`config.mk`:
```
export PLATFORM = sky130hd
export DESIGN_NAME = utf8_to_codepoint_decoder
export DESIGN_NICKNAME = d
export VERILOG_FILES = /design/src/rtl/u2c_pkg.sv /design/src/rtl/utf8_to_codepoint_decoder.sv /design/src/rtl/u2c_decode.sv /design/src/rtl/u2c_result_fifo.sv
export SDC_FILE = /design/constraint.sdc
export NUM_CORES = 1
export LEC_CHECK = 0
export BUFFER_PORTS_ARGS = -buffer_cell sky130_fd_sc_hd__clkbuf_2
export CAP_MARGIN = 15
export CORE_MARGIN = 3
export CORE_UTILIZATION = 60
export CTS_BUF_LIST = sky130_fd_sc_hd__clkbuf_4
export DETAILED_ROUTE_END_ITERATION = 8
export MAX_ROUTING_LAYER = met4
export PLACE_DENSITY = 0.8
export SLEW_MARGIN = 25
export SYNTH_ARGS = -nofsm -noshare
export SYNTH_HDL_FRONTEND = slang
export SYNTH_HIERARCHICAL = 1
export SYNTH_SLANG_ARGS = --single-unit
```
`constraint.sdc`:
```
create_clock -name clk_i -period 7 [get_ports clk_i]
set_clock_uncertainty 0.15 [all_clocks]
set_input_delay 0.7 -clock clk_i [delete_from_list [all_inputs] [get_ports clk_i]]
set_output_delay 0.7 -clock clk_i [all_outputs]
set_load 0.03 [all_outputs]
```
`src/rtl/u2c_pkg.sv`:
```
// Shared types and constants for the UTF-8 to code point decoder.
package u2c_pkg;

  localparam int unsigned ByteWidth = 8;
  localparam int unsigned CpWidth = 21;
  localparam int unsigned PendWidth = 2;
  localparam int unsigned ResultDepth = 3;

  typedef struct packed {
    logic               has_code_point;
    logic [CpWidth-1:0] code_point;
    logic               end_of_string;
    logic               stopped_early;
  } u2c_result_t;

endpackage

```
`src/rtl/utf8_to_codepoint_decoder.sv`:
```
// Top level of the UTF-8 to code point decoder.
// A byte is held in the input register and its result is written to the result queue before it is offered.
// Throughput: one byte per cycle while in_stall_o is low; the input register passes each accepted byte to the decoder.
// The result queue holds ResultDepth requests and stalls input only when it could fill.
// Reset clears the sequence state, the input register valid and the result queue.
module utf8_to_codepoint_decoder #(
  parameter int unsigned ResultDepth = u2c_pkg::ResultDepth
) (
  input  logic                          clk_i,
  input  logic                          rst_ni,
  input  logic                          in_valid_i,
  output logic                          in_stall_o,
  input  logic [u2c_pkg::ByteWidth-1:0] byte_in_i,
  input  logic                          string_end_i,
  output logic                          out_valid_o,
  input  logic                          out_stall_i,
  output logic                          has_code_point_o,
  output logic [u2c_pkg::CpWidth-1:0]   code_point_o,
  output logic                          end_of_string_o,
  output logic                          stopped_early_o
);

  localparam int unsigned LvlWidth = $clog2(ResultDepth + 1);

  logic                          in_valid_q;
  logic [u2c_pkg::ByteWidth-1:0] byte_q;
  logic                          last_q;
  logic                          push;
  u2c_pkg::u2c_result_t          dec_result;
  u2c_pkg::u2c_result_t          out_result;
  logic [LvlWidth-1:0]           level;
  logic [LvlWidth:0]             occupancy;

  assign occupancy  = {1'b0, level} + (LvlWidth + 1)'(in_valid_q);
  assign in_stall_o = (occupancy >= (LvlWidth + 1)'(ResultDepth));

  always_ff @(posedge clk_i or negedge rst_ni) begin
    if (!rst_ni) begin
      in_valid_q <= 1'b0;
    end else begin
      in_valid_q <= in_valid_i && !in_stall_o;
    end
  end

  always_ff @(posedge clk_i) begin
    if (in_valid_i && !in_stall_o) begin
      byte_q <= byte_in_i;
      last_q <= string_end_i;
    end
  end

  u2c_decode u_decode (
    .clk_i    (clk_i),
    .rst_ni   (rst_ni),
    .valid_i  (in_valid_q),
    .byte_i   (byte_q),
    .last_i   (last_q),
    .push_o   (push),
    .result_o (dec_result)
  );

  u2c_result_fifo #(
    .Depth (ResultDepth)
  ) u_result_fifo (
    .clk_i   (clk_i),
    .rst_ni  (rst_ni),
    .push_i  (push),
    .data_i  (dec_result),
    .valid_o (out_valid_o),
    .stall_i (out_stall_i),
    .data_o  (out_result),
    .level_o (level)
  );

  assign has_code_point_o = out_result.has_code_point;
  assign code_point_o     = out_result.code_point;
  assign end_of_string_o  = out_result.end_of_string;
  assign stopped_early_o  = out_result.stopped_early;

  a_no_overflow: assert property (@(posedge clk_i) disable iff (!rst_ni)
    push |-> (level < LvlWidth'(ResultDepth)) || (out_valid_o && !out_stall_i))
    else $error("Result queue written while full.");

  a_result_reason: assert property (@(posedge clk_i) disable iff (!rst_ni)
    push |-> dec_result.has_code_point || dec_result.end_of_string)
    else $error("Result written with neither code point nor end of string.");

  a_early_only_at_end: assert property (@(posedge clk_i) disable iff (!rst_ni)
    out_valid_o && stopped_early_o |-> end_of_string_o)
    else $error("Early stop reported without end of string.");

  a_no_request_no_input: assert property (@(posedge clk_i) disable iff (!rst_ni)
    !in_valid_q |-> !push)
    else $error("Result produced without an input request.");

endmodule

```
`src/rtl/u2c_decode.sv`:
```
// Byte decoder with the sequence state and the result decision.
module u2c_decode (
  input  logic                            clk_i,
  input  logic                            rst_ni,
  input  logic                            valid_i,
  input  logic [u2c_pkg::ByteWidth-1:0]   byte_i,
  input  logic                            last_i,
  output logic                            push_o,
  output u2c_pkg::u2c_result_t            result_o
);

  logic [u2c_pkg::PendWidth-1:0] pend_q, pend_d;
  logic [u2c_pkg::CpWidth-1:0]   part_q, part_d;
  logic                          halt_q, halt_d;
  logic                          got;
  logic [u2c_pkg::CpWidth-1:0]   cp;
  logic [u2c_pkg::CpWidth-1:0]   shifted;

  assign shifted = {part_q[u2c_pkg::CpWidth-7:0], byte_i[5:0]};

  always_comb begin
    pend_d   = pend_q;
    part_d   = part_q;
    halt_d   = halt_q;
    got      = 1'b0;
    cp       = '0;
    push_o   = 1'b0;
    result_o = '0;
    if (valid_i) begin
      if (!halt_q) begin
        if (pend_q == '0) begin
          unique casez (byte_i)
            8'b0???????: begin
              got = 1'b1;
              cp  = {{(u2c_pkg::CpWidth-8){1'b0}}, byte_i};
            end
            8'b110?????: begin
              part_d = {{(u2c_pkg::CpWidth-5){1'b0}}, byte_i[4:0]};
              pend_d = 2'd1;
            end
            8'b1110????: begin
              part_d = {{(u2c_pkg::CpWidth-4){1'b0}}, byte_i[3:0]};
              pend_d = 2'd2;
            end
            8'b11110???: begin
              part_d = {{(u2c_pkg::CpWidth-3){1'b0}}, byte_i[2:0]};
              pend_d = 2'd3;
            end
            default: begin
              halt_d = 1'b1;
            end
          endcase
        end else if (byte_i[7:6] != 2'b10) begin
          halt_d = 1'b1;
          pend_d = '0;
          part_d = '0;
        end else begin
          pend_d = pend_q - 2'd1;
          if (pend_q == 2'd1) begin
            got    = 1'b1;
            cp     = shifted;
            part_d = '0;
          end else begin
            part_d = shifted;
          end
        end
      end
      push_o                  = got || last_i;
      result_o.has_code_point = got;
      result_o.code_point     = cp;
      result_o.end_of_string  = last_i;
      result_o.stopped_early  = last_i && (halt_d || (pend_d != '0));
      if (last_i) begin
        pend_d = '0;
        part_d = '0;
        halt_d = 1'b0;
      end
    end
  end

  always_ff @(posedge clk_i or negedge rst_ni) begin
    if (!rst_ni) begin
      pend_q <= '0;
      part_q <= '0;
      halt_q <= 1'b0;
    end else begin
      pend_q <= pend_d;
      part_q <= part_d;
      halt_q <= halt_d;
    end
  end

endmodule

```
`src/rtl/u2c_result_fifo.sv`:
```
// Small result queue that holds decoded requests until the consumer takes them.
module u2c_result_fifo #(
  parameter int unsigned Depth = u2c_pkg::ResultDepth
) (
  input  logic                          clk_i,
  input  logic                          rst_ni,
  input  logic                          push_i,
  input  u2c_pkg::u2c_result_t          data_i,
  output logic                          valid_o,
  input  logic                          stall_i,
  output u2c_pkg::u2c_result_t          data_o,
  output logic [$clog2(Depth+1)-1:0]    level_o
);

  localparam int unsigned PtrWidth = (Depth > 1) ? $clog2(Depth) : 1;
  localparam int unsigned CntWidth = $clog2(Depth + 1);

  u2c_pkg::u2c_result_t  mem_q [Depth];
  logic [PtrWidth-1:0]   wr_ptr_q, wr_ptr_d;
  logic [PtrWidth-1:0]   rd_ptr_q, rd_ptr_d;
  logic [CntWidth-1:0]   cnt_q, cnt_d;
  logic                  pop;

  assign valid_o = (cnt_q != '0);
  assign pop     = valid_o && !stall_i;
  assign data_o  = mem_q[rd_ptr_q];
  assign level_o = cnt_q;

  always_comb begin
    wr_ptr_d = wr_ptr_q;
    rd_ptr_d = rd_ptr_q;
    cnt_d    = cnt_q;
    if (push_i) begin
      wr_ptr_d = (wr_ptr_q == PtrWidth'(Depth - 1)) ? '0 : wr_ptr_q + PtrWidth'(1);
    end
    if (pop) begin
      rd_ptr_d = (rd_ptr_q == PtrWidth'(Depth - 1)) ? '0 : rd_ptr_q + PtrWidth'(1);
    end
    if (push_i && !pop) begin
      cnt_d = cnt_q + CntWidth'(1);
    end else if (!push_i && pop) begin
      cnt_d = cnt_q - CntWidth'(1);
    end
  end

  always_ff @(posedge clk_i or negedge rst_ni) begin
    if (!rst_ni) begin
      wr_ptr_q <= '0;
      rd_ptr_q <= '0;
      cnt_q    <= '0;
    end else begin
      wr_ptr_q <= wr_ptr_d;
      rd_ptr_q <= rd_ptr_d;
      cnt_q    <= cnt_d;
    end
  end

  always_ff @(posedge clk_i) begin
    if (push_i) begin
      mem_q[wr_ptr_q] <= data_i;
    end
  end

endmodule
```
==> flow_metrics.py, run 1 <==
metrics = {
    "clock_tree": {
        "numCtsBuffers": 9,
        "htreeDepth": 3,
        "cts_hold_buf": 0,
        "post_cts_buffers": 0,
        "path_clk_slew_ps": 140,
        "cts_resized": 0,
        "clkLatencyLatePin_ps": 420,
        "ctsRootBufferMaster": "clkbuf_4",
        "cts_tree": "yes",
        "clk_path_buf_depth": 2,
        "cts_sinks": 106,
    },
    "drt": {
        "vias": 2554,
        "drt-vias-per-instance": 5.52,
        "drt_pass1_iterations": 4,
        "drc_errors": 0,
        "wirelength_um": 7630,
        "drtIter0Drc": 146,
        "final_antenna_net_count": 0,
        "wl_per_cell_um": 16.5,
    },
    "sta": {
        "min_period_ps": 3490,
        "layout_setup_ws_ps": 3510,
        "post-route-period-util_pct": 49.8,
        "hold_viol": 0,
        "rsz0062_at_grt": "no",
        "tightestPinTransition_ps": 864,
        "finalSetupViolations": 0,
        "fmax_ghz": 0.287,
        "relSlewSlack_pct": 42.1,
        "setup_tns_ps": 0,
        "holdWs_ps": 147,
        "slew_viol_final": 0,
    },
    "placed_design": {
        "place_area_um2": 4690,
        "port_buffers": 38,
        "hpwl_um": 5350,
        "gp_congestion": 0.882,
        "dpl_worst_slack_ps": 3530,
    },
    "synthesis": {
        "ys_seq_area_share_pct": 68.7,
        "synth_area_per_cell_um2": 13.8,
        "syn-cell-area_um2": 4450,
        "synth_top_area_share_pct": 54.7,
        "synthTopCellsByArea": "edfxtp_1 55%, dfrtp_1 14%, mux2i_1 5.6%, nand2_1 4.2%, and2_1 2.8%",
        "synth_cell_types": 44,
        "synthCells": 322,
        "synth_nets": 340,
        "synth_edf_count": 81,
        "synth_ff_type": "edfxtp_1",
        "yosysTopAreaCell": "edfxtp_1",
        "synth_warnings": 6,
        "synth_seq_cells": 106,
        "async_flop_share_pct": 23.6,
    },
    "critical_path": {
        "worst-path-max-fanout": 15,
        "r2r_start": "u_decode/pend_q[0]$_DFFE_PN0P_",
        "arrival_ps": 3460,
        "cp-start-kind": "register",
        "critPathBufInv": 3,
        "slowest_stage": "nor3_2",
        "worstRegToRegCells": 9,
        "worstSetupEndpointType": "register",
        "worstReg2RegEnd": "u_result_fifo/mem_q[0][13]$_DFFE_PP_",
        "required_ps": 6970,
        "crit_top_cell": "inv_1",
        "timing.critical_path.cells": "inv_1 > ha_1 > nor3_1 > a22oi_1 > nor2b_1 > nand2b_1 > inv_1 > nor3_2 > buf_4",
        "reg2reg_setup_slack_ps": 3510,
        "critPathTopFamily": "simple AND/OR/NAND/NOR gates",
        "max_stage_delay_ps": 670,
        "worst-setup-path-type": "register to register",
    },
    "global_routing": {
        "grtUsageTotal_pct": 20.1,
        "antenna_found_initial": 0,
        "grt_max_degree": 52,
        "gr-usage-met1_pct": 27.6,
        "grtUsageMet2_pct": 30.8,
        "top_usage_layer": "met2",
        "grt_pass1_vias": 2495,
        "use_met3_pct": 3.12,
        "grt_pass1_wl_um": 12700,
        "globalRouteOverflowTotal": 0,
    },
    "floorplanning": {
        "ios": 39,
        "dieWidth_um": 92.1,
        "rows": 30,
        "die_y_um": 92.1,
        "initial_utilization_pct": 63.7,
        "core_area_um2": 6980,
        "dieArea_um2": 8480,
    },
    "layout": {
        "multi_input_area_um2": 1260,
        "area_growth_pct": 7.93,
        "seqCellArea_um2": 3060,
        "drive_gt1_share_pct": 21.0,
        "n_antenna_cell": 0,
        "nNetsFinal": 380,
        "finish.instance_area_um2": 4800,
        "num-fill-cells": 502,
    },
    "power": {
        "power.density_nw_per_um2": 438,
        "power.leakage_nw": 1.89,
        "finalPower_w": 0.00210,
        "ir_worst_vdd_uv": 233,
    },
    "hold_path": {
        "hp-class": "primary input to async pin",
    },
    "run": {
        "maxCapViolations": 0,
    },
    "run_status": {
        "outcome": "finished, final reports clean",
    },
}
## through the flow
stage / cells / util (%)
6_report: 463 / 68.8
5_1_grt: 463 / 68.8
2_1_floorplan: 322 / -
4_1_cts: 463 / 68.8
3_3_place_gp: 447 / 67.2
3_5_place_dp: 447 / 67.2
## metal layers
metal	vias up	wire length, µm
met4	0	68
met5	-	0
met3	5	300
met2	67	3780
met1	1237	3480
li1	1245	-
## synth_stat cells, types with 2 or more instances
library cell and count:
edfxtp_1 81, nor2b_1 2, clkbuf_1 3, nand2_1 50
o21ai_0 13, nand2b_1 4, buf_2 5, buf_6 3
o21ai_2 10, inv_1 7, a21o_1 4, a31oi_1 3
dfrtp_1 25, nor2_1 5, and2_1 20, ha_1 5
o21ai_1 18, nand3_1 2, a22o_1 5, o22ai_1 2
buf_12 2, mux2i_1 25, nor3_1 5, a21oi_1 2
xor2_1 2
## report_power, final
part	internal, W	total [W]	switching [W]
sequential	0.000856	0.000950	0.0000940
combinational	0.000275	0.000894	0.000618
clock	0.0000748	0.000259	0.000184
total	0.00121	0.00210	0.000896
## cells in the final DEF, fill, tap and decap left out, types with 2 or more instances in the layout
cell type and n:
clkbuf_4 10, dfrtp_1 25, buf_4 5, mux2i_1 25
nor2_2 2, edfxtp_1 81, nor3_1 4, a21o_1 4
nand2b_1 4, inv_1 7, xor2_1 2, clkbuf_2 38
a31oi_1 3, nand2_1 50, o21ai_2 10, nor2_1 4
a22o_1 5, o21ai_0 13, ha_1 5, o21ai_1 18
and2_1 20, clkinv_1 3, nor2b_1 2, nand3_1 2
a21oi_1 2, o22ai_1 2
## worst max path at each step
stage | startpoint | endpoint | slack (ps) | depth (start not counted)
CTS | u_decode/pend_q[0]$_DFFE_PN0P_ | u_result_fifo/mem_q[0][9]$_DFFE_PP_ | 3500 | 9
detailed placement | u_decode/pend_q[0]$_DFFE_PN0P_ | u_result_fifo/mem_q[0][22]$_DFFE_PP_ | 3530 | 9
global placement | u_decode/pend_q[0]$_DFFE_PN0P_ | u_result_fifo/mem_q[2][22]$_DFFE_PP_ | 3710 | 9
global route | u_decode/pend_q[0]$_DFFE_PN0P_ | u_result_fifo/mem_q[0][23]$_DFFE_PP_ | 3130 | 9
finish | u_decode/pend_q[0]$_DFFE_PN0P_ | u_result_fifo/mem_q[0][13]$_DFFE_PP_ | 3510 | 9
floorplan | u_decode/pend_q[0]$_DFFE_PN0P_ | u_result_fifo/mem_q[2][0]$_DFFE_PP_ | 3040 | 10
## registers in the layout (all words and copies together) (netlist names)
signal                  count
u_result_fifo/mem_q        72
byte_q                      8
u_result_fifo/level_o       2
u_result_fifo/rd_ptr_q      2
last_q                      1
u_decode/pend_q             2
u_decode/part_q            15
in_valid_q                  1
u_decode/halt_q             1
u_result_fifo/wr_ptr_q      2
## cell families after synthesis
logic type,Yosys count,share of synthesized area [%]
buffers and inverters,22,3.26
XOR/XNOR,3,0.591
adder cells (fa/ha/maj),5,1.41
flip-flops,106,68.7
AO/OA/AOI/OAI,63,9.45
multiplexers,25,5.63
AND/OR/NAND/NOR,98,10.9
## final cells by class
cell class              count  area share, %
clock buffers              10           1.56
multi-input cells         194           26.2
clock inverters             6          0.678
well taps                  96           2.50
repair buffers             43           4.74
flip-flops and latches    106           63.7
inverters                   8          0.625
Note: power is estimated with default switching activity, not from simulation.
==> run 2: changes to the inputs <==
==> constraint.sdc (replaced) <==
create_clock -name clk_i -period 3.42 [get_ports clk_i]
set_clock_uncertainty 0.15 [all_clocks]
set_input_delay 0.342 -clock clk_i [delete_from_list [all_inputs] [get_ports clk_i]]
set_output_delay 0.342 -clock clk_i [all_outputs]
set_load 0.03 [all_outputs]
==> run 2 against run 1 <==
Wire length fell by 2.4%. Fmax rose by 16%. Cell area rose by 2.6%. Register-to-register slack got worse by 3100 ps. Cell count rose by 2.4%. Die area did not move. Hold slack got worse by 130 ps. First-iteration DRC count rose by 4.1%. Sequential share of layout area fell by 1.6 points. Via count rose by 0.94%. Global-route usage fell by 0.26 points. Total power rose by 110%. Largest power group unchanged.
==> flow_metrics.py, run 2 (same netlist as run 1, synthesis figures left out) <==
metrics = {
    "drt": {
        "vias": 2578,
        "final_antenna_net_count": 0,
        "wirelength_um": 7450,
        "drtIter0Drc": 152,
        "drc_errors": 0,
        "drt-vias-per-instance": 5.44,
        "drt_pass1_iterations": 4,
        "wl_per_cell_um": 15.7,
    },
    "sta": {
        "min_period_ps": 3010,
        "tightestPinTransition_ps": 792,
        "slew_viol_final": 0,
        "rsz0062_at_grt": "no",
        "setup_tns_ps": 0,
        "hold_viol": 0,
        "post-route-period-util_pct": 88.0,
        "finalSetupViolations": 0,
        "fmax_ghz": 0.332,
        "layout_setup_ws_ps": 410,
        "relSlewSlack_pct": 47.1,
    },
    "placed_design": {
        "place_area_um2": 4710,
        "dpl_worst_slack_ps": 416,
        "hpwl_um": 5260,
        "gp_congestion": 0.866,
        "dp_cells": 448,
        "port_buffers": 38,
    },
    "hold_path": {
        "hold_path_depth": 3,
        "hold_path_end": "in_valid_q$_DFF_PN0_",
        "hold_start": "in_valid_i",
        "hp-class": "primary input to register",
    },
    "layout": {
        "drive_gt1_share_pct": 21.2,
        "nNetsFinal": 391,
        "area_growth_pct": 10.7,
        "final_common_cell": "edfxtp_1",
        "final_cell_mix": "81 x edfxtp_1, 50 x nand2_1, 38 x clkbuf_2",
        "largest-register": "u_result_fifo/mem_q",
        "finish.instance_area_um2": 4920,
        "largest_reg_flops": 72,
        "n_antenna_cell": 0,
        "reg_top3": "u_result_fifo/mem_q (72), u_decode/part_q (15), byte_q (8)",
        "fin_cells": 474,
    },
    "floorplanning": {
        "initial_utilization_pct": 63.7,
        "ios": 39,
        "rows": 30,
        "die_y_um": 92.1,
        "dieArea_um2": 8480,
        "core_area_um2": 6980,
        "dieWidth_um": 92.1,
    },
    "clock_tree": {
        "cts_sinks": 106,
        "ctsRootBufferMaster": "clkbuf_4",
        "path_clk_slew_ps": 150,
        "clk_path_buf_depth": 2,
        "clkLatencyLatePin_ps": 430,
        "numCtsBuffers": 9,
        "cts_tree": "yes",
        "htreeDepth": 3,
        "cts_resized": 0,
    },
    "power": {
        "power.density_nw_per_um2": 881,
        "finalPower_w": 0.00434,
        "power.leakage_nw": 1.93,
        "ir_worst_vdd_uv": 590,
    },
    "global_routing": {
        "grtUsageTotal_pct": 19.8,
        "grt_max_degree": 29,
        "antenna_found_initial": 0,
        "globalRouteOverflowTotal": 0,
        "grt_pass1_vias": 2555,
        "grt_pass1_wl_um": 12500,
    },
    "critical_path": {
        "worst-path-max-fanout": 20,
        "worstRegToRegCells": 9,
        "worstReg2RegEnd": "u_result_fifo/mem_q[0][6]$_DFFE_PP_",
        "r2r_start": "u_decode/pend_q[0]$_DFFE_PN0P_",
        "cp-start-kind": "register",
        "required_ps": 3400,
        "worstSetupEndpointType": "register",
        "worst-setup-path-type": "register to register",
        "reg2reg_setup_slack_ps": 410,
        "arrival_ps": 2990,
    },
    "run_status": {
        "outcome": "finished, final reports clean",
    },
    "run": {
        "maxCapViolations": 0,
    },
}
[run 2: cell count changes in the layout (fill, tap and decap cells not counted)]
cell / before / now
dlygate4sd3_1: 0 / 10
clkinv_1: 3 / 1
buf_4: 5 / 6
clkinvlp_4: 1 / 2
inv_6: 1 / 2
nor3_2: 1 / 0
nor3_4: 1 / 2
[run 2: report_power, final]
group	internal [W]	switching (W)	total (W)
Clock	0.000160	0.000389	0.000549
Combinational	0.000578	0.00122	0.00180
Sequential	0.00175	0.000243	0.00199
[run 2: how the worst max path moves through the flow]
stage,from,end,cells after the start
floorplan,u_decode/pend_q[0]$_DFFE_PN0P_,u_result_fifo/mem_q[1][0]$_DFFE_PP_,10
global placement,u_decode/pend_q[0]$_DFFE_PN0P_,u_result_fifo/mem_q[0][21]$_DFFE_PP_,9
detailed placement,u_decode/pend_q[0]$_DFFE_PN0P_,u_result_fifo/mem_q[0][13]$_DFFE_PP_,9
CTS,u_decode/pend_q[0]$_DFFE_PN0P_,u_result_fifo/mem_q[0][23]$_DFFE_PP_,9
global route,u_decode/pend_q[0]$_DFFE_PN0P_,u_result_fifo/mem_q[0][23]$_DFFE_PP_,9
finish,u_decode/pend_q[0]$_DFFE_PN0P_,u_result_fifo/mem_q[0][6]$_DFFE_PP_,9
[run 2: cell type report]
cell class                 count  area, µm²
clock buffer                  10       75.1
clock inverter                 6       41.3
fill                         500       2060
inverter                       8       30.0
multi-input combinational    194       1260
sequential                   106       3060
tap                           96        120
timing repair buffer          54        335
[run 2: timing repair]
item / 4_1_cts / 5_1_grt
buffers inserted: 0 / 0
endpoints found under the hold margin: 34 / 0
hold buffers: 10 / 0
[run 2: per-layer routing]
layer	vias up	track usage [%]	share of wire (%)
met5	-	-	0
met4	0	5.57	0.74
met3	6	3.69	4.5
met2	77	32.5	50
met1	1225	25.7	45
li1	1270	-	-
[run 2: worst max-delay path, cell delays in order (launching register included)]
cell,delay [ps]
dfrtp_1,390
inv_1,80
ha_1,310
nor3_1,320
a22oi_1,120
nor2b_1,380
nand2b_1,220
inv_1,120
nor3_4,260
buf_4,350
[run 2: per-stage QoR]
step | hold slack (ps) | utilization (%)
floorplan | -104 | -
global placement | 240 | 67.4
detailed placement | 254 | 67.4
CTS | 3.32 | 70.5
global route | 18.6 | 70.5
finish | 20.8 | 70.5
